## config.mk

```make
export PLATFORM = sky130hd
export DESIGN_NAME = hoamix_row
export DESIGN_NICKNAME = d
export VERILOG_FILES = /design/src/hw/rtl/hoamix_pkg.sv /design/src/hw/rtl/hoamix_row.sv
export SDC_FILE = /design/constraint.sdc
export NUM_CORES = 2
export LEC_CHECK = 0
export BUFFER_PORTS_ARGS = -buffer_cell sky130_fd_sc_hd__buf_2
export CORE_MARGIN = 2
export CORE_UTILIZATION = 60
export DETAILED_ROUTE_END_ITERATION = 7
export GPL_ROUTABILITY_DRIVEN = 0
export PLACE_DENSITY = 0.77
export SYNTH_ARGS = -nofsm -noshare
export SYNTH_HDL_FRONTEND = slang
export SYNTH_SLANG_ARGS = --single-unit
export TNS_END_PERCENT = 30
```

## constraint.sdc

```tcl
create_clock -name clk -period 17.3 [get_ports clk]
set_input_delay 1.73 -clock clk [delete_from_list [all_inputs] [get_ports clk]]
set_output_delay 1.73 -clock clk [all_outputs]
set_load 0.005 [all_outputs]
```

## src/hw/rtl/hoamix_pkg.sv

```systemverilog
package hoamix_pkg;

  localparam int SAMPLE_BITS = 24;
  localparam int CHANNELS = 4;
  localparam int LANES_DEFAULT = 4;
  localparam int COEF_BITS_DEFAULT = 16;
  localparam int COEF_SLOT_BITS = 16;
  localparam int CFG_DATA_BITS = 64;
  localparam int CFG_ADDR_BITS = 6;

  typedef enum logic [2:0] {
    REG_ACTIVE_SIZE = 3'd0,
    REG_BYPASS_MODE = 3'd1,
    REG_ZERO_MASK   = 3'd2,
    REG_ROW_ZERO    = 3'd3,
    REG_ROW_ONE     = 3'd4,
    REG_ROW_TWO     = 3'd5,
    REG_ROW_THREE   = 3'd6
  } reg_index_t;

  typedef struct packed {
    logic signed [SAMPLE_BITS-1:0] sample_a;
    logic signed [SAMPLE_BITS-1:0] sample_b;
    logic signed [SAMPLE_BITS-1:0] sample_c;
    logic signed [SAMPLE_BITS-1:0] sample_d;
    logic                          frame_end;
  } in_item_t;

  typedef struct packed {
    logic signed [SAMPLE_BITS-1:0] out_a;
    logic signed [SAMPLE_BITS-1:0] out_b;
    logic signed [SAMPLE_BITS-1:0] out_c;
    logic signed [SAMPLE_BITS-1:0] out_d;
    logic                          frame_end_out;
  } out_item_t;

endpackage

```

## src/hw/rtl/hoamix_row.sv

```systemverilog
module hoamix_row #(
  parameter int COEF_BITS = hoamix_pkg::COEF_BITS_DEFAULT
) (
  input  logic                                                   clk,
  input  logic                                                   en,
  input  logic signed [hoamix_pkg::CHANNELS-1:0][hoamix_pkg::SAMPLE_BITS-1:0] x,
  input  logic signed [hoamix_pkg::CHANNELS-1:0][COEF_BITS-1:0]  coef,
  output logic signed [hoamix_pkg::SAMPLE_BITS-1:0]              y
);
  import hoamix_pkg::*;

  localparam int PROD_BITS = SAMPLE_BITS + COEF_BITS;
  localparam int ACC_BITS = PROD_BITS + 2;
  localparam int FRAC = COEF_BITS - 2;
  localparam logic signed [ACC_BITS-1:0] HALF = ACC_BITS'(64'sd1 <<< (FRAC - 1));
  localparam logic signed [ACC_BITS-1:0] HI = ACC_BITS'((64'sd1 <<< (SAMPLE_BITS - 1)) - 64'sd1);
  localparam logic signed [ACC_BITS-1:0] LO = -HI - ACC_BITS'(1);

  logic signed [PROD_BITS-1:0] prod [CHANNELS];
  logic signed [ACC_BITS-1:0]  acc;
  logic signed [ACC_BITS-1:0]  rounded;
  logic signed [ACC_BITS-1:0]  shifted;
  logic signed [ACC_BITS-1:0]  sum_next;

  always_ff @(posedge clk) begin
    if (en) begin
      for (int c = 0; c < CHANNELS; c++) begin
        prod[c] <= PROD_BITS'($signed(x[c])) * PROD_BITS'($signed(coef[c]));
      end
    end
  end

  always_comb begin
    sum_next = '0;
    for (int c = 0; c < CHANNELS; c++) begin
      sum_next = sum_next + ACC_BITS'(prod[c]);
    end
  end

  always_ff @(posedge clk) begin
    if (en) begin
      acc <= sum_next;
    end
  end

  // Round to nearest with ties toward plus infinity, then clamp.
  assign rounded = acc + HALF;
  assign shifted = rounded >>> FRAC;

  always_ff @(posedge clk) begin
    if (en) begin
      if (shifted > HI) begin
        y <= HI[SAMPLE_BITS-1:0];
      end else if (shifted < LO) begin
        y <= LO[SAMPLE_BITS-1:0];
      end else begin
        y <= shifted[SAMPLE_BITS-1:0];
      end
    end
  end

endmodule

```

# [Word level (Yosys, flattened, before mapping)]
# Memory sizes are Yosys's and may differ from the RTL's.
# Cells that the tools add are included.
[classes] addsub=4 n_mul=4 n_lt_le_gt_ge=2 muxes=3
[op_table] operator="multiplier 24 x 16 -> 40 bit" n=4
[op_table] operator="adder 41 x 40 -> 42 bit" n=1
[op_table] operator="adder 42 x 15 -> 42 bit (second input constant)" n=1
[op_table] operator="adder 42 x 40 -> 42 bit" n=1
[op_table] operator="adder 40 x 40 -> 41 bit" n=1
[op_table] operator="greater-than comparator 28 x 24 -> 1 bit (second input constant)" n=1
[op_table] operator="< comparator 28 x 24 -> 1 bit (second input constant)" n=1
[op_table] operator="2-to-1 mux 24 bit" n=1
[op_table] operator="2-to-1 mux 1 bit" n=2
[word_totals] register_bits=66 mem_bits_rw=160 inputBits=162 output_inout_bits=24 elab_cells=16 memories=1
[memory_table] memory="prod" depth=4 width=40 read_ports=4 rd_clocked_by_memory_dff=0 write_ports=4 line="hoamix_row.sv:19" rtl="logic signed [PROD_BITS-1:0] prod [CHANNELS];"

# [Longest topological paths before layout]
[logic_depth] depth_word=3 ltp_mapped=26 depth_no_buf=25

# [Least setup slack after synthesis]
# OpenSTA, ideal clock, no wires.
[synth_timing] path_type="input-to-reg" from="input port x[14] in the netlist's numbering" to="memory prod[0][34] in the netlist's numbering (data pin)" setup_time_ns=0.262 t_arrival_ns=7.592 t_required_ns=17.038 slack_ns=9.446 stages=25 n_path_buf=2 path_cell_list="clkbuf_1 > nand2_1 > fa_1 > inv_1 > fa_1 > inv_1 > fa_1 > inv_1 > fa_1 > fa_1 > inv_1 > fa_1 > inv_1 > ha_1 > buf_2 > a21o_1 > a21o_1 > a2111oi_0 > o31a_1 > o21ai_1 > a311oi_2 > o31a_1 > nor2b_1 > o21ai_1 > xor2_1"
[synth_rtl] item="start, declared" line="hoamix_row.sv:6" rtl="input logic signed [hoamix_pkg::CHANNELS-1:0][hoamix_pkg::SAMPLE_BITS-1:0] x,"
[synth_rtl] item="end, declared" line="hoamix_row.sv:19"

==> summary.txt <==
Clock Pin Slew Worst Setup and Hold Paths = 0.06 ns
number of global-route vias before repair = 50800
GRT overflow = 0
Tcrit/Tclk final = 0.473
Critical Path AT = 8.43 ns
drt drc = 1
# nets final = 8934
flops & latches, synth = 213
critical path's most frequent cell = fa_1
die area = 111000 sq um
starting DRC count in detailed routing = 3272
root buffer cell = clkbuf_16
hold-fix buffers at CTS = 0
Rows = 120
Area contributors post-synth = fa_1 49%, inv_1 10%, edfxtp_1 9.9%
ys flop type = edfxtp_1
Netlist cell types = 72
final-report setup violation count = 0
Slowest-stage cell, CP = inv_1
Detailed Routing Iterations Pass 1 = 8
Worst setup SP type = primary input
TNS Setup = 0 ns
Core Box Area = 107000 sq um
GRT Util Overall = 0.299
worst r2r path cells = 13
Worst Hold Depth = 1
CTS resizes = 0
worst reg2reg startpoint = prod[2][2]$_DFFE_PP_
crit-path max FO = 21
# clock sinks = 213
clock skew = 0.0122 ns
Core Util, Final = 0.628
Buf+Inv Stages, Crit Path = 4
ANT nets after route = 0
number of synthesized flops with an enable pin = 213
initial core utilization = 0.605
Post-CTS Setup Bufs = 0
Final Hold Fails = 0
crit end category = flip-flop
DPL Wire Length = 128000 um
WHS Endpoint = y[23]$_SDFFCE_PN0P_
via count = 45700
final slew viol count = 0
Slew Limit Headroom = 0.250
initial antenna violation count = 8
sum of routed wire length over all layers = 157000 um
Worst Hold Slack = 0.739 ns
clk_lat worst skew = 0.51 ns
Fmax achieved = 122 MHz
Gate Count Post-Synth = 6785
sequential-to-total area share from yosys stat = 0.0986
delay-heaviest family, CP = adder cells
RSZ-0062 raised after global routing = no
reg2reg end = acc[34]$_DFFE_PP_
area fraction of the dominant cell type after synthesis = 0.487
CP Cell Sequence = buf_2 > inv_1 > nor2_1 > fa_1 > fa_1 > fa_1 > fa_1 > fa_1 > inv_1 > fa_1 > inv_1 > ha_1 > a21oi_1 > o21ai_0 > and3_1 > o41a_1 > a31oi_1 > a21oi_1 > a2111oi_0 > o21ai_0 > a21oi_1 > xnor2_1
violated checks = DRC
PortBufs = 185
DP Cell Count = 8144
Finished Layout Cells = 8183
Tmin final = 8.18 ns
max cap viols = 0
die extent in y = 333 um
crit path kind = in2reg
Inserted Clock Buffers = 21
status = complete, but fails checks
worst path required time = 17.55 ns
Largest stage delay, worst path = 0.68 ns
Commonest cells post-synth = 1740 x inv_1, 1576 x fa_1, 927 x nand2_1, 604 x and2_1, 432 x ha_1
routed len/inst = 19.1 um
boundary pin count = 186
FFs w/ async S/R, synth = 0
Avg Cell Area, Syn = 9.56 sq um
area growth from synthesis to layout = 3.76%
fraction of layout cells with a size suffix above 1 = 0.0344
Worst Tran Pin Value = 1.12 ns
global-route wire length before repair = 262000 um
H-tree depth = 1
largest net degree at the start of global routing = 85
die extent in x = 333 um
synth warn = 0
Tightest Hold Check Type = reg2reg
vias per cell = 5.58
netlist area before placement = 64900 sq um
R2R setup slack = 12.82 ns
TritonCTS clock tree = yes
CTS max path bufs = 3
most common cell in the synthesized netlist = inv_1
area leader, netlist = fa_1
syn nets = 8955
HP Start = acc[41]$_DFFE_PP_
filler cell count = 8774
[flip-flops by register name (all words and copies together) (netlist names)]
register  count
acc          29
prod        160
y            24
[area by class of cell]
type | count | area [sq um] | share of cell area
multi-input combinational | 4600 | 51100 | 0.759
inverter | 1740 | 6530 | 0.0971
sequential | 213 | 6400 | 0.0951
tap | 1403 | 1760 | 0.0261
timing repair buffer | 188 | 957 | 0.0142
clock buffer | 25 | 541 | 0.00803
clock inverter | 8 | 42.5 | 0.000632
antenna | 6 | 15.0 | 0.000223
[worst max-delay path by stage]
stage             start                    end  slack, ns  cells after the start
5_1_grt        coef[33]  prod[2][39]$_DFFE_PP_       8.82                     24
2_1_floorplan     x[14]  prod[0][34]$_DFFE_PP_       9.45                     25
6_report       coef[47]  prod[2][39]$_DFFE_PP_       9.12                     22
3_5_place_dp   coef[47]  prod[2][39]$_DFFE_PP_       8.71                     22
3_3_place_gp    coef[1]  prod[0][34]$_DFFE_PP_       8.90                     24
4_1_cts        coef[47]  prod[2][39]$_DFFE_PP_       9.20                     22
[stage by stage]
stage	setup WS, ns	area (sq um)
after floorplan	9.45	64900
after global placement	8.90	66700
after detailed placement	8.71	66700
after CTS	9.20	67300
after global routing	8.82	67300
final	9.12	67300
[metal layers]
metal / global-route usage / part of all wire
met5: 0 / 0.000083
met4: 0.104 / 0.038
met3: 0.0366 / 0.066
met2: 0.522 / 0.51
met1: 0.386 / 0.38
[logic make-up after synthesis]
kind of cell	synth area share
and+or+nand+nor	0.139
xor gates and xnor gates	0.0293
muxes	0.000309
AOI/OAI and AO/OA	0.0485
buffers and inverters	0.114
DFF	0.0986
adders and majority gates	0.570
[cell usage in the layout (no fill, tap or decap), types with 5 or more instances in the layout]
cell       Yosys  final
xor2_1        56     56
nor3_1        26     26
o21a_1        29     29
diode_2        0      6
nand4_1        7      7
o22ai_1        7      7
o211ai_1      12     12
nand2b_1      42     42
a31oi_1       10     10
buf_2          2    184
o21ai_1        4      5
a2111oi_0      6      6
o21bai_1      12     12
o21ai_0      109    108
and3_1        18     18
a211oi_1      19     19
ha_1         432    432
and2_1       604    604
fa_1        1576   1576
or3_1          6      6
clkinv_1       0      5
inv_1       1740   1740
a211o_1        6      6
nor2b_1       22     22
clkbuf_16      0     21
a221oi_1       6      6
nor2_1       177    177
a21o_1        70     70
a21oi_1      133    133
nand3_1       45     45
nand2_1      927    927
edfxtp_1     213    213
xnor2_1      161    161
Power is not shown: default switching activity piles up to over one toggle a cycle in this logic, so the estimate is an artifact.
